## config.mk

```make
export PLATFORM = sky130hd
export DESIGN_NAME = priority_lru_voice_allocator_core
export DESIGN_NICKNAME = d
export VERILOG_FILES = /design/src/hw/rtl/plva_pkg.sv /design/src/hw/rtl/plva_ctrl.sv /design/src/hw/rtl/plva_datapath.sv /design/src/hw/rtl/priority_lru_voice_allocator_core.sv
export VERILOG_INCLUDE_DIRS = /design/src /design/src/hw/rtl
export SDC_FILE = /design/constraint.sdc
export NUM_CORES = 1
export LEC_CHECK = 0
export CORE_MARGIN = 2
export CORE_UTILIZATION = 60
export DETAILED_ROUTE_END_ITERATION = 10
export DONT_BUFFER_PORTS = 1
export PLACE_DENSITY_LB_ADDON = 0.25
export SYNTH_ARGS = -nofsm -noshare
export SYNTH_HDL_FRONTEND = slang
export SYNTH_HIERARCHICAL = 1
export SYNTH_SLANG_ARGS = --single-unit
```

## constraint.sdc

```tcl
create_clock -name i_clk -period 9.1 [get_ports i_clk]
set_input_delay 0.455 -clock i_clk [delete_from_list [all_inputs] [get_ports i_clk]]
set_output_delay 0.455 -clock i_clk [all_outputs]
set_load 0.02 [all_outputs]
```

## src/hw/rtl/priority_lru_voice_allocator_core_macros.svh

```systemverilog
// Assertion macros used by the voice allocator datapath.
// No dependencies; each macro compiles to nothing when SYNTH is defined.
`ifndef PRIORITY_LRU_VOICE_ALLOCATOR_CORE_MACROS_SVH
`define PRIORITY_LRU_VOICE_ALLOCATOR_CORE_MACROS_SVH

`ifndef SYNTH
// Condition that must hold at every clock edge outside reset.
`define PLVA_ASSERT(name, clk, rst_n, cond, msg) \
    name: assert property (@(posedge clk) disable iff (!rst_n) (cond)) else $error(msg);
// Condition that must hold in the cycle after a trigger.
`define PLVA_ASSERT_NEXT(name, clk, rst_n, trig, cond, msg) \
    name: assert property (@(posedge clk) disable iff (!rst_n) (trig) |=> (cond)) \
        else $error(msg);
`else
`define PLVA_ASSERT(name, clk, rst_n, cond, msg)
`define PLVA_ASSERT_NEXT(name, clk, rst_n, trig, cond, msg)
`endif

`endif

```

## src/hw/rtl/plva_pkg.sv

```systemverilog
// Shared types and constants of the priority LRU voice allocator.
// No dependencies; used by the controller, the datapath and the top level.
package plva_pkg;

    // Default number of voice slots.
    localparam int NUM_VOICES_DEF = 16;

    // Field widths of the request and result beats.
    localparam int HANDLE_W = 16;
    localparam int BUFFER_W = 8;
    localparam int SLOT_W   = 4;

    // Request operation codes.
    typedef enum logic {
        OP_ALLOC   = 1'b0,
        OP_RELEASE = 1'b1
    } t_op;

    // Controller states.
    typedef enum logic [2:0] {
        ST_IDLE,
        ST_SCAN,
        ST_COMPACT,
        ST_TAIL,
        ST_RESULT
    } t_state;

    // Commands from the controller to the datapath.
    typedef struct packed {
        logic load;      // capture the request beat, clear the step counter
        logic rot_full;  // rotate the whole usage order by one
        logic rot_sub;   // rotate all entries but the head by one
        logic cnt_inc;   // advance the step counter
        logic capture;   // take the head slot: read owner, update slot state
        logic out_load;  // write the result register
    } t_cmd;

    // Status from the datapath to the controller.
    typedef struct packed {
        logic skip;        // release with no usable slot id
        logic is_release;  // current request is a release
        logic head_match;  // head of the usage order is the wanted slot
        logic cnt_last;    // step counter reached NUM_VOICES-1
        logic out_free;    // result register can take a new beat
    } t_status;

endpackage

```

## src/hw/rtl/plva_ctrl.sv

```systemverilog
// Controller state machine of the voice allocator.
// Depends on plva_pkg; drives the datapath through t_cmd and reads t_status.
module plva_ctrl (
    input  logic              i_clk,
    input  logic              i_rst_n,
    input  logic              i_valid,
    output logic              o_ready,
    input  plva_pkg::t_status i_status,
    output plva_pkg::t_cmd    o_cmd
);
    import plva_pkg::*;

    t_state r_state;
    t_state n_state;

    // State register.
    always_ff @(posedge i_clk) begin
        if (!i_rst_n) begin
            r_state <= ST_IDLE;
        end else begin
            r_state <= n_state;
        end
    end

    // Next state.
    always_comb begin
        n_state = r_state;
        case (r_state)
            ST_IDLE: begin
                if (i_valid) n_state = ST_SCAN;
            end
            ST_SCAN: begin
                if (i_status.skip) begin
                    n_state = ST_RESULT;
                end else if (i_status.head_match) begin
                    n_state = ST_COMPACT;
                end else if (i_status.cnt_last) begin
                    n_state = ST_RESULT;
                end
            end
            ST_COMPACT: begin
                if (i_status.cnt_last) begin
                    n_state = i_status.is_release ? ST_RESULT : ST_TAIL;
                end
            end
            ST_TAIL: begin
                n_state = ST_RESULT;
            end
            ST_RESULT: begin
                if (i_status.out_free) n_state = ST_IDLE;
            end
            default: begin
                n_state = ST_IDLE;
            end
        endcase
    end

    // Command outputs.
    always_comb begin
        o_cmd   = '0;
        o_ready = 1'b0;
        case (r_state)
            ST_IDLE: begin
                o_ready  = 1'b1;
                o_cmd.load = i_valid;
            end
            ST_SCAN: begin
                if (!i_status.skip) begin
                    if (i_status.head_match) begin
                        o_cmd.capture = 1'b1;
                    end else begin
                        o_cmd.rot_full = 1'b1;
                        o_cmd.cnt_inc  = 1'b1;
                    end
                end
            end
            ST_COMPACT: begin
                if (!i_status.cnt_last) begin
                    o_cmd.rot_sub = 1'b1;
                    o_cmd.cnt_inc = 1'b1;
                end
            end
            ST_TAIL: begin
                o_cmd.rot_full = 1'b1;
            end
            ST_RESULT: begin
                o_cmd.out_load = i_status.out_free;
            end
            default: begin
                o_cmd = '0;
            end
        endcase
    end

endmodule

```

## src/hw/rtl/plva_datapath.sv

```systemverilog
// Datapath of the voice allocator: usage order, slot state, owner memory
// and result register. Depends on plva_pkg and the assertion macro header.
`include "priority_lru_voice_allocator_core_macros.svh"

module plva_datapath #(
    parameter int NUM_VOICES = plva_pkg::NUM_VOICES_DEF
) (
    input  logic                          i_clk,
    input  logic                          i_rst_n,
    input  plva_pkg::t_cmd                i_cmd,
    output plva_pkg::t_status             o_status,
    input  logic                          i_operation,
    input  logic [plva_pkg::HANDLE_W-1:0] i_owner_handle,
    input  logic                          i_high_priority,
    input  logic [plva_pkg::BUFFER_W-1:0] i_buffer_id,
    input  logic                          i_release_slot_valid,
    input  logic [plva_pkg::SLOT_W-1:0]   i_release_slot,
    input  logic                          i_out_ready,
    output logic                          o_out_valid,
    output logic                          o_granted,
    output logic [plva_pkg::SLOT_W-1:0]   o_slot_id,
    output logic                          o_stop_voice,
    output logic [plva_pkg::HANDLE_W-1:0] o_evicted_handle,
    output logic [plva_pkg::BUFFER_W-1:0] o_bind_buffer
);
    import plva_pkg::*;

    localparam int ID_W = $clog2(NUM_VOICES);

    // Request registers.
    t_op                 r_op;
    logic [HANDLE_W-1:0] r_handle;
    logic                r_prio;
    logic [BUFFER_W-1:0] r_buf;
    logic                r_rel_valid;
    logic [SLOT_W-1:0]   r_rel_slot;

    // Usage order, oldest at index 0, and per-slot state.
    logic [ID_W-1:0]       r_order [NUM_VOICES];
    logic [ID_W-1:0]       n_order [NUM_VOICES];
    logic [NUM_VOICES-1:0] r_occupied;
    logic [NUM_VOICES-1:0] r_locked;
    logic [HANDLE_W-1:0]   r_owner_mem [NUM_VOICES];

    // Step counter and captured facts about the chosen slot.
    logic [ID_W-1:0]     r_cnt;
    logic                r_hit;
    logic [ID_W-1:0]     r_found_id;
    logic                r_stop;
    logic [HANDLE_W-1:0] r_owner_rd;

    // Result register.
    logic                r_o_valid;
    logic                r_o_granted;
    logic [SLOT_W-1:0]   r_o_slot;
    logic                r_o_stop;
    logic [HANDLE_W-1:0] r_o_evicted;
    logic [BUFFER_W-1:0] r_o_bind;

    logic [ID_W-1:0]        w_head;
    logic [ID_W+SLOT_W-1:0] w_head_ext;
    logic [ID_W+SLOT_W-1:0] w_rel_ext;
    logic [ID_W+SLOT_W-1:0] w_found_ext;
    logic                   w_rel_ok;
    logic                   w_granted;
    logic                   w_stop;

    assign w_head      = r_order[0];
    assign w_head_ext  = {{SLOT_W{1'b0}}, w_head};
    assign w_rel_ext   = {{ID_W{1'b0}}, r_rel_slot};
    assign w_found_ext = {{SLOT_W{1'b0}}, r_found_id};
    assign w_rel_ok    = r_rel_valid && (32'(r_rel_slot) < NUM_VOICES);

    // Status toward the controller.
    always_comb begin
        o_status.skip       = (r_op == OP_RELEASE) && !w_rel_ok;
        o_status.is_release = (r_op == OP_RELEASE);
        if (r_op == OP_ALLOC) begin
            o_status.head_match = !(r_occupied[w_head] && r_locked[w_head]);
        end else begin
            o_status.head_match = (w_head_ext == w_rel_ext);
        end
        o_status.cnt_last = (r_cnt == ID_W'(NUM_VOICES - 1));
        o_status.out_free = !r_o_valid || i_out_ready;
    end

    // Request capture.
    always_ff @(posedge i_clk) begin
        if (i_cmd.load) begin
            r_op        <= t_op'(i_operation);
            r_handle    <= i_owner_handle;
            r_prio      <= i_high_priority;
            r_buf       <= i_buffer_id;
            r_rel_valid <= i_release_slot_valid;
            r_rel_slot  <= i_release_slot;
        end
    end

    // Rotation of the usage order: whole list, or all but the head.
    always_comb begin
        for (int i = 0; i < NUM_VOICES; i++) begin
            n_order[i] = r_order[i];
        end
        if (i_cmd.rot_full) begin
            for (int i = 0; i < NUM_VOICES - 1; i++) begin
                n_order[i] = r_order[i+1];
            end
            n_order[NUM_VOICES-1] = r_order[0];
        end else if (i_cmd.rot_sub) begin
            for (int i = 1; i < NUM_VOICES - 1; i++) begin
                n_order[i] = r_order[i+1];
            end
            n_order[NUM_VOICES-1] = r_order[1];
        end
    end

    // Usage order and slot flags; reset puts ids in ascending order.
    always_ff @(posedge i_clk) begin
        if (!i_rst_n) begin
            for (int i = 0; i < NUM_VOICES; i++) begin
                r_order[i] <= ID_W'(i);
            end
            r_occupied <= '0;
            r_locked   <= '0;
        end else begin
            for (int i = 0; i < NUM_VOICES; i++) begin
                r_order[i] <= n_order[i];
            end
            if (i_cmd.capture) begin
                if (r_op == OP_ALLOC) begin
                    r_occupied[w_head] <= 1'b1;
                    r_locked[w_head]   <= r_prio;
                end else begin
                    r_occupied[w_head] <= 1'b0;
                    r_locked[w_head]   <= 1'b0;
                end
            end
        end
    end

    // Owner memory; an entry is only meaningful while its slot is occupied.
    always_ff @(posedge i_clk) begin
        if (i_cmd.capture) begin
            r_owner_rd <= r_owner_mem[w_head];
            if (r_op == OP_ALLOC) begin
                r_owner_mem[w_head] <= r_handle;
            end
        end
    end

    // Step counter and chosen-slot capture.
    always_ff @(posedge i_clk) begin
        if (i_cmd.load) begin
            r_cnt <= '0;
            r_hit <= 1'b0;
        end else begin
            if (i_cmd.cnt_inc) r_cnt <= r_cnt + 1'b1;
            if (i_cmd.capture) begin
                r_hit      <= 1'b1;
                r_found_id <= w_head;
                r_stop     <= r_occupied[w_head];
            end
        end
    end

    // Result beat.
    assign w_granted = r_hit && (r_op == OP_ALLOC);
    assign w_stop    = r_hit && r_stop;

    always_ff @(posedge i_clk) begin
        if (!i_rst_n) begin
            r_o_valid <= 1'b0;
        end else if (i_cmd.out_load) begin
            r_o_valid <= 1'b1;
        end else if (i_out_ready) begin
            r_o_valid <= 1'b0;
        end
    end

    always_ff @(posedge i_clk) begin
        if (i_cmd.out_load) begin
            r_o_granted <= w_granted;
            r_o_slot    <= r_hit ? w_found_ext[SLOT_W-1:0] : '0;
            r_o_stop    <= w_stop;
            r_o_evicted <= w_stop ? r_owner_rd : '0;
            r_o_bind    <= w_granted ? r_buf : '0;
        end
    end

    assign o_out_valid      = r_o_valid;
    assign o_granted        = r_o_granted;
    assign o_slot_id        = r_o_slot;
    assign o_stop_voice     = r_o_stop;
    assign o_evicted_handle = r_o_evicted;
    assign o_bind_buffer    = r_o_bind;

    // A slot can only be locked while it has an owner.
    `PLVA_ASSERT(a_lock_needs_owner, i_clk, i_rst_n, (r_locked & ~r_occupied) == '0, "locked slot without owner")
    // A granted slot is marked occupied right after the capture.
    `PLVA_ASSERT_NEXT(a_alloc_marks, i_clk, i_rst_n, i_cmd.capture && (r_op == OP_ALLOC), r_occupied[r_found_id], "allocated slot not occupied")
    // Oldest and newest entries of the usage order are never the same id.
    `PLVA_ASSERT(a_order_ends, i_clk, i_rst_n, r_order[0] != r_order[NUM_VOICES-1], "usage order repeats an id")
    // A bound buffer is only reported with a grant.
    `PLVA_ASSERT(a_bind_with_grant, i_clk, i_rst_n, !r_o_valid || (r_o_bind == '0) || r_o_granted, "buffer bound without grant")

endmodule

```

## src/hw/rtl/priority_lru_voice_allocator_core.sv

```systemverilog
// Priority LRU voice allocator. An allocate scans the usage order from the oldest end, closes
// the gap and moves the chosen slot to the newest end; a failed allocate only scans; a valid
// release moves its slot to the oldest end; a release without a usable slot goes to the result.
// One position of the usage order is walked or rotated per cycle. A new beat is taken in the
// cycle after a result is loaded. Reset is synchronous and active low; there is no clearing pass.
// Top level: joins plva_ctrl and plva_datapath; depends on plva_pkg.
module priority_lru_voice_allocator_core #(
    parameter int NUM_VOICES = plva_pkg::NUM_VOICES_DEF
) (
    input  logic                          i_clk,
    input  logic                          i_rst_n,
    input  logic                          i_valid,
    output logic                          o_ready,
    input  logic                          i_operation,
    input  logic [plva_pkg::HANDLE_W-1:0] i_owner_handle,
    input  logic                          i_high_priority,
    input  logic [plva_pkg::BUFFER_W-1:0] i_buffer_id,
    input  logic                          i_release_slot_valid,
    input  logic [plva_pkg::SLOT_W-1:0]   i_release_slot,
    output logic                          o_valid,
    input  logic                          i_ready,
    output logic                          o_granted,
    output logic [plva_pkg::SLOT_W-1:0]   o_slot_id,
    output logic                          o_stop_voice,
    output logic [plva_pkg::HANDLE_W-1:0] o_evicted_handle,
    output logic [plva_pkg::BUFFER_W-1:0] o_bind_buffer
);
    import plva_pkg::*;

    t_cmd    w_cmd;
    t_status w_status;

    // Sequencer for the walk, rotation and result handoff.
    plva_ctrl u_ctrl (
        .i_clk    (i_clk),
        .i_rst_n  (i_rst_n),
        .i_valid  (i_valid),
        .o_ready  (o_ready),
        .i_status (w_status),
        .o_cmd    (w_cmd)
    );

    // Usage order, slot state and result register.
    plva_datapath #(
        .NUM_VOICES (NUM_VOICES)
    ) u_datapath (
        .i_clk                (i_clk),
        .i_rst_n              (i_rst_n),
        .i_cmd                (w_cmd),
        .o_status             (w_status),
        .i_operation          (i_operation),
        .i_owner_handle       (i_owner_handle),
        .i_high_priority      (i_high_priority),
        .i_buffer_id          (i_buffer_id),
        .i_release_slot_valid (i_release_slot_valid),
        .i_release_slot       (i_release_slot),
        .i_out_ready          (i_ready),
        .o_out_valid          (o_valid),
        .o_granted            (o_granted),
        .o_slot_id            (o_slot_id),
        .o_stop_voice         (o_stop_voice),
        .o_evicted_handle     (o_evicted_handle),
        .o_bind_buffer        (o_bind_buffer)
    );

endmodule

```

======== Yosys cells after proc, flatten, opt, wreduce, memory -nomap -nowiden ========
Memories as Yosys holds them, arrays and structs flattened. A register that Yosys moved wholly into a read port is not among the register bits.
Index checks and enable logic that the tools add are counted.
operators by class
  eq/ne operators ......................... 10
  reduce and logical (&&, ||, !) cells .... 13
  bitwise logic cells ..................... 22
  magnitude comparators ................... 2
  add/sub/neg operators ................... 1
  multiplexer cells ....................... 56
operators with widths
  operator                                                                       number
  60-bit 2-to-1 mux                                                              2
  4-bit 2-to-1 mux                                                               17
  16-bit bitwise AND                                                             2
  16-bit 2-to-1 mux                                                              2
  3-bit 2-to-1 mux                                                               7
  1-bit 2-to-1 mux                                                               19
  16-bit bitwise mux                                                             1
  16-bit inverter                                                                1
  1-bit bitwise OR                                                               16
  16-bit bitwise OR                                                              1
  3-bit case mux with 5 select lines                                             1
  1-bit binary-select mux with 4-bit select                                      2
  3-bit by 2-bit == test with 1-bit output (second input constant)               2
  1-bit logical AND                                                              5
  4-bit by 5-bit less-than comparator with 1-bit output (second input constant)  1
  4-bit by 1-bit adder with 4-bit output (second input constant)                 1
  1-bit demux with 4-bit select                                                  1
  4-bit == test                                                                  1
  4-bit == test (second input constant)                                          1
  4-bit by 1-bit >= comparator with 1-bit output (second input constant)         1
  2-bit 2-to-1 mux                                                               2
  2-bit by 1-bit != test with 1-bit output (second input constant)               2
  4-bit by 1-bit != test with 1-bit output (second input constant)               1
  1-bit case mux with 2 select lines                                             2
  other kinds (10)                                                               13
storage, ports and cells
  bits in registers ....................... 107
  bits in writable memories ............... 320
  memories ................................ 2
  output and inout port bits .............. 32
  logic and storage cells ................. 125
memories
  name                    depth  width  rd ports  clocked after Yosys merged registers in  wr ports  line                 RTL
  u_datapath.r_owner_mem  16     16     1         1                                        1         plva_datapath.sv:43  logic [HANDLE_W-1:0] r_owner_mem [NUM_VOICES];
  u_datapath.r_order      16     4      16        0                                        16        plva_datapath.sv:39  logic [ID_W-1:0] r_order [NUM_VOICES];

======== Depth between registers and ports, before layout ========
Gate-level depths: netlist (run 1).
An unclocked memory read counts as a cell.
  depth after elaboration ................. 11
  mapped depth ............................ 16

======== Cells and area by module ========
Netlist (run 1), hierarchy kept.
by module, submodules not included
  module         sequential area each (µm²)  times used  cells each  area each (µm²)
  plva_datapath  12191.7                     1           955         16575.9
  plva_ctrl      60.1                        1           34          250.2

======== Least setup slack after synthesis (run 1) ========
Ideal clock, no wire load.
  kind .................................... register to register
  start point ............................. memory u_datapath/r_order[0][0] in the netlist's numbering
  end point ............................... memory u_datapath.r_owner_mem[7][0] (enable)
  buffers on the path ..................... 3
  data required time ...................... 8660 ps
  arrival time ............................ 4590 ps
  slack ................................... 4071 ps
  stages on the path, launching flop included .. 11
  cells stage by stage .................... dfxtp_1 > buf_6 > buf_6 > mux4_2 > a22oi_1 > nand3_1 > a31oi_1 > and4b_1 > nand2b_1 > clkbuf_1 > nor4b_1
RTL lines
  item             line
  start, declared  plva_datapath.sv:39
  end, declared    plva_datapath.sv:43

==> flow_summary.toml, run 1 <==
[worst_setup_path]
crit_chain = "buf_4 > mux4_2 > a22oi_1 > nand3_1 > a31oi_1 > and4b_1 > buf_4 > nand2b_1 > nor4_2 > and2_1"
cp_slowest_cell = "dfxtp_4"
cpPeakStageDelay_ns = 0.88
r2r_start = "u_datapath/r_order[0][0]"
crit_buf_inv = 2
startpoint = "u_datapath/r_order[0][0]"
critPathMaxFanout = 52
path_class = "register to register"
cp.required_ns = 9.25
crit_end = "u_datapath/r_owner_mem[0][7]"
endpoint_kind = "register"
r2r_cells = 10
start_kind = "register"
critical_path.most_common_cell = "buf_4"
cp.depth = 10
cp.arrival_ns = 5.80
reg2reg_to = "u_datapath/r_owner_mem[0][7]"
r2r_slack_ns = 3.46
crit_family = "simple AND/OR/NAND/NOR gates"

[drt]
wl_um = 32200
post-route-drc-count = 0
ant_nets = 0
via_count = 8587
firstDrtPassIters = 5
wl_per_cell_um = 22.4
vias_per_cell = 5.98
drt-initial-drc-count = 964

[placement]
port_buffers = 0
placement.cell_area_um2 = 17200
dp.cells = 1323
place.gp.congestion = 0.781
place_hpwl_um = 17900
dp_slack_ns = 3.39

[global_routing]
grt_pass1_vias = 8390
overflow = 0
grt_max_degree = 70
grt_pass1_wl_um = 49300
track_usage_pct = 22.5
grt_antenna_before_repair = 0

[synthesis]
ys_ff_latch = 443
synth_area_per_cell_um2 = 17.0
synth.area.top_cells = "edfxtp_1 (60%), dfxtp_1 (12%), mux4_2 (12%)"
yosys_warnings = 6
yosysTopAreaCell = "edfxtp_1"
synth_cells = 989
synth.net_count = 1025
synth_most_common_cell = "edfxtp_1"
synth_seq_area_share_pct = 72.8
synthFlopType = "edfxtp_1"
synthArstFlopShare_pct = 0
synth_top_area_share_pct = 60.3
synth-edff-count = 338
netlist_area_um2 = 16800
synth_common_cells = "edfxtp_1 (338), nand2_1 (134), dfxtp_1 (105)"
synth.distinct_cells = 45

[sta]
setup_ws_ns = 3.46
setup_viol = 0
period_share_pct = 62.0
slew_headroom_pct = 22.1
clock_skew_ns = 0.0242
tns_ns = 0
maxSlewViolCount = 0
fmax_mhz = 177
final_hold_viol_count = 0
rsz0062_at_grt = "no"
final.min_clock_period_ns = 5.64
worstMarginPinSlew_ns = 1.17

[clock_tree]
clock-sinks = 443
clk_pin_slew_ns = 0.06
cts_tree = "built"
cts_buffers = 44
clockBufferDepth = 3
cts_root_buf = "clkbuf_16"
clock_latency_ns = 0.55
cts-htree-levels = 2

[floorplanning]
die-height_um = 171
ios = 67
die_x_um = 171
start_util_pct = 60.7
rows = 61
core_area_um2 = 27700
dieArea_um2 = 29400

[hold_path]
hold_path.class = "primary input to register"

[status]
run_status = "complete, no violations"

[power_and_ir_drop]
power.leakage_uw = 0.00633
max-vdd-ir-drop_v = 0.000145
finalPower_uw = 4860
power_density_nw_per_um2 = 255

[cells_and_area]
fin_cells = 1437
num-fill-cells = 1771
diodes = 0
nets = 1059
areaGrowthSynthToFinish_pct = 13.4
drive_gt1_share_pct = 19.6
final_area_um2 = 19100

[job]
drv_cap = 0
flip-flops by register name (all words and copies together), names as in the netlist, named ones only:
register,cells
u_datapath/o_slot_id,4
u_datapath/r_cnt,4
u_datapath/r_op,1
u_datapath/o_evicted_handle,16
u_datapath/o_bind_buffer,8
u_datapath/r_buf,8
u_datapath/r_stop,1
u_datapath/o_out_valid,1
u_datapath/r_found_id,4
u_datapath/r_handle,16
u_datapath/r_rel_valid,1
u_datapath/r_order,64
u_datapath/o_granted,1
u_datapath/r_owner_mem,256
u_datapath/r_locked,16
u_datapath/r_owner_rd,16
u_datapath/r_prio,1
u_ctrl/r_state,3
u_datapath/r_hit,1
u_datapath/r_rel_slot,4
u_datapath/o_stop_voice,1
what timing repair did:
item	CTS	global route
setup buffers	0	0
endpoints found under the hold margin	59	4
resized for setup	0	0
hold buffers	28	4
logic make-up after synthesis:
family	count (synthesis)	share of synthesized area, %
compound gates	60	2.70
xor+xnor	7	0.364
fa+ha+maj	1	0.0743
buf+inv	66	1.90
flops	443	72.8
mux	117	13.5
simple gates	295	8.60
routing by layer:
metal  wire [um]  track usage [%]
met5           0                0
met4         642             6.45
met3        2080             4.19
met2       15400             35.4
met1       14000             32.8
worst min path at each step:
stage	slack [ns]	endpoint	from	depth (start not counted)
floorplan	0.40	u_datapath/r_found_id[1]	u_datapath/r_order[0][1]	0
global placement	0.44	u_datapath/r_order[0][42]	u_datapath/r_order[0][42]	2
detailed placement	0.45	u_datapath/r_order[0][37]	u_datapath/r_order[0][37]	2
CTS	0.001	u_datapath/r_rel_slot[2]	i_release_slot[2]	0
global route	0.04	register	i_rst_n	1
finish	0.05	u_ctrl/r_state[1]	i_rst_n	2
cell usage in the layout (no fill, tap or decap), types with 4 or more instances in the layout:
cell,Yosys,final
and3_1,18,18
clkbuf_1,39,7
nand2_1,134,134
mux2_2,4,4
mux4_2,88,88
dfxtp_1,105,101
a21boi_1,14,14
edfxtp_1,338,338
bufinv_16,0,6
clkbuf_16,0,47
a21boi_0,17,17
nand3_1,34,34
mux2i_1,24,24
a21oi_1,5,5
dlygate4sd3_1,0,31
o211a_1,9,9
xnor2_1,5,5
nor4_2,2,9
nor2_1,17,14
buf_4,3,19
nand2b_1,7,7
o21a_1,4,4
nor3_1,13,10
and2_1,18,17
nor2b_1,32,32
clkinv_2,0,11
power by group:
group	leakage [uW]	switching, uW	total [uW]	internal (uW)
clock network	0.000747	747	1870	1130
logic	0.00166	257	467	209
registers	0.00392	153	2520	2370
total	0.00633	1160	4860	3700
layout make-up:
class | count | area [um2] | area share [%]
multi-input cells | 480 | 4340 | 22.7
inverters | 3 | 11.3 | 0.0590
repair buffers | 51 | 473 | 2.48
clock buffers | 56 | 1220 | 6.40
clock inverters | 26 | 303 | 1.59
well taps | 378 | 473 | 2.48
flip-flops and latches | 443 | 12300 | 64.3
through the flow:
| step | utilization (%) | hold slack, ns |
|---|---|---|
| floorplan | - | 0.403 |
| global placement | 62.2 | 0.439 |
| detailed placement | 62.2 | 0.446 |
| CTS | 68.7 | 0.000998 |
| global route | 68.9 | 0.0396 |
| finish | 68.9 | 0.0480 |
(Power assumes the default switching activity.)
==> inputs of run 2 (changes only) <==
- CORE_UTILIZATION: 60 -> 57
- clock period: 9.1 -> 4.9 ns (I/O delays scaled with it)
==> run 2 against run 1 <==
  * Global-route usage fell by 0.97 points
  * Critical endpoint is now u_datapath/r_order[0][24]
  * Worst hold slack improved by 0.019 ns
  * Worst setup slack got worse by 2.4 ns
  * Sequential share of layout area rose by 0.14 points
  * Wire length rose by 0.22%
  * Die area rose by 5.1%
  * Power rose by 78%
==> flow_summary.toml, run 2 (synthesis gave the netlist of run 1 again) <==
[status]
run_status = "complete, no violations"

[cells_and_area]
areaGrowthSynthToFinish_pct = 13.1
nets = 1079
drive_gt1_share_pct = 19.4
diodes = 0
post-route-util_pct = 66.0
final_common_cell = "edfxtp_1"
top_regs = "u_datapath/r_owner_mem x256, u_datapath/r_order x64"
final_area_um2 = 19000
largest_reg_flops = 256
num-fill-cells = 1966
regMostFlops = "u_datapath/r_owner_mem"
final_cell_mix = "edfxtp_1 (338), nand2_1 (134), dfxtp_1 (101), mux4_2 (88), clkbuf_16 (45)"

[clock_tree]
clock_latency_ns = 0.53
cts-htree-levels = 2
cts_root_buf = "clkbuf_16"
cts_tree = "built"
clockBufferDepth = 3
holdBufCountCts = 34
clock-sinks = 443
post_cts_resized = 0
cts_setup_buffers = 0
cts_buffers = 44
clk_pin_slew_ns = 0.06

[global_routing]
busiest_layer = "met2"
grt_antenna_before_repair = 0
track_usage_pct = 21.6
grt_max_degree = 101
grt_pass1_wl_um = 49800
met2_usage_pct = 35.0
grt_pass1_vias = 8337
overflow = 0
use_met3_pct = 4.42
globalRouteMet1Util_pct = 30.4

[sta]
clock_skew_ns = 0.0125
period_share_pct = 78.7
setup_viol = 0
tns_ns = 0
rsz0062_at_grt = "no"
maxSlewViolCount = 0
setup_ws_ns = 1.04
fmax_mhz = 259
worstMarginPinSlew_ns = 1.07
final_hold_viol_count = 0
slew_headroom_pct = 28.6
final.min_clock_period_ns = 3.86

[floorplanning]
die_x_um = 176
core_area_um2 = 28900
dieArea_um2 = 30900
start_util_pct = 58.3
rows = 62
die-height_um = 176
ios = 67

[worst_setup_path]
cpPeakStageDelay_ns = 0.90
endpoint_kind = "register"
crit_chain = "nor2b_1 > a22oi_1 > nand3_1 > a31oi_1 > nor2_1 > nor2_1 > nor3b_2 > or2_2 > nand2_1 > a21boi_0"
critical_path.most_common_cell = "nor2_1"
critPathMaxFanout = 56
path_class = "register to register"
r2r_slack_ns = 1.04
start_kind = "register"
cp.arrival_ns = 4.29
cp.required_ns = 5.33
cp_slowest_cell = "or2_2"

[hold_path]
hold_path.class = "primary input to register"

[placement]
port_buffers = 0
place_hpwl_um = 19000
dp_slack_ns = 1.18
place.gp.congestion = 0.782
placement.cell_area_um2 = 17400

[drt]
ant_nets = 0
wl_per_cell_um = 22.1
wl_um = 32200
drt-initial-drc-count = 920
post-route-drc-count = 0
via_count = 8501
firstDrtPassIters = 5
vias_per_cell = 5.83

[power_and_ir_drop]
p_sw_uw = 2080
max-vdd-ir-drop_v = 0.000312
netSwitchingFraction_pct = 24.1
p_clk_share_pct = 35.2
internal-power_uw = 6560
finalPower_uw = 8630
power.leakage_uw = 0.00634
power_density_nw_per_um2 = 453
p_seq_share_pct = 54.0
combPwrFrac_pct = 10.8

[job]
drv_cap = 0
[run 2: cell types whose count changed in the layout (fill, tap and decap cells not counted), sizes merged]
cell and delta:
buf +18, clkbuf +11, clkinv -8, bufinv -6, clkinvlp -3, dlygate4sd3 +2
[run 2: critical path, delay by kind of cell (launching register included)]
| kind | cells | cell delay [ns] |
|---|---|---|
| AO/OA/AOI/OAI | 3 | 0.58 |
| flip-flops | 1 | 0.70 |
| AND/OR/NAND/NOR | 7 | 2.45 |
[run 2: power groups by stage]
stage | Sequential, uW | Clock [uW] | Combinational (uW)
3_3_place_gp | 4720 | 0 | 881
6_report | 4660 | 3040 | 930
5_1_grt | 4700 | 3260 | 1030
3_5_place_dp | 4740 | 0 | 904
2_1_floorplan | 4620 | 0 | 754
4_1_cts | 4660 | 3100 | 948
[run 2: metal layers]
layer | wire length (um) | up-vias
li1 | - | 3882
met1 | 13700 | 4336
met2 | 16100 | 245
met3 | 1930 | 38
met4 | 563 | 0
met5 | 0 | -
[run 2: final timing paths]
check / start / end / cells after the start
max: u_datapath/r_order[0][3] / u_datapath/r_order[0][24] / 10
min: i_rst_n / u_datapath/r_order[0][60] / 2
max reg2reg: u_datapath/r_order[0][3] / u_datapath/r_order[0][24] / 10
min reg2reg: u_datapath/r_order[0][48] / u_datapath/r_order[0][48] / 2
[run 2: layout make-up]
class	count	area, um2	share of cell area [%]
Timing Repair Buffer	71	648	3.40
Clock inverter	9	38.8	0.204
Multi-Input combinational cell	480	4340	22.8
Sequential cell	443	12300	64.4
Clock buffer	67	1250	6.59
Inverter	3	11.3	0.0591
Tap cell	384	480	2.52
[run 2: stage by stage]
stage,cells,hold WS [ns]
2_1_floorplan,989,0.344
3_3_place_gp,1347,0.319
3_5_place_dp,1347,0.321
4_1_cts,1457,0.0524
5_1_grt,1457,0.0760
6_report,1457,0.0666
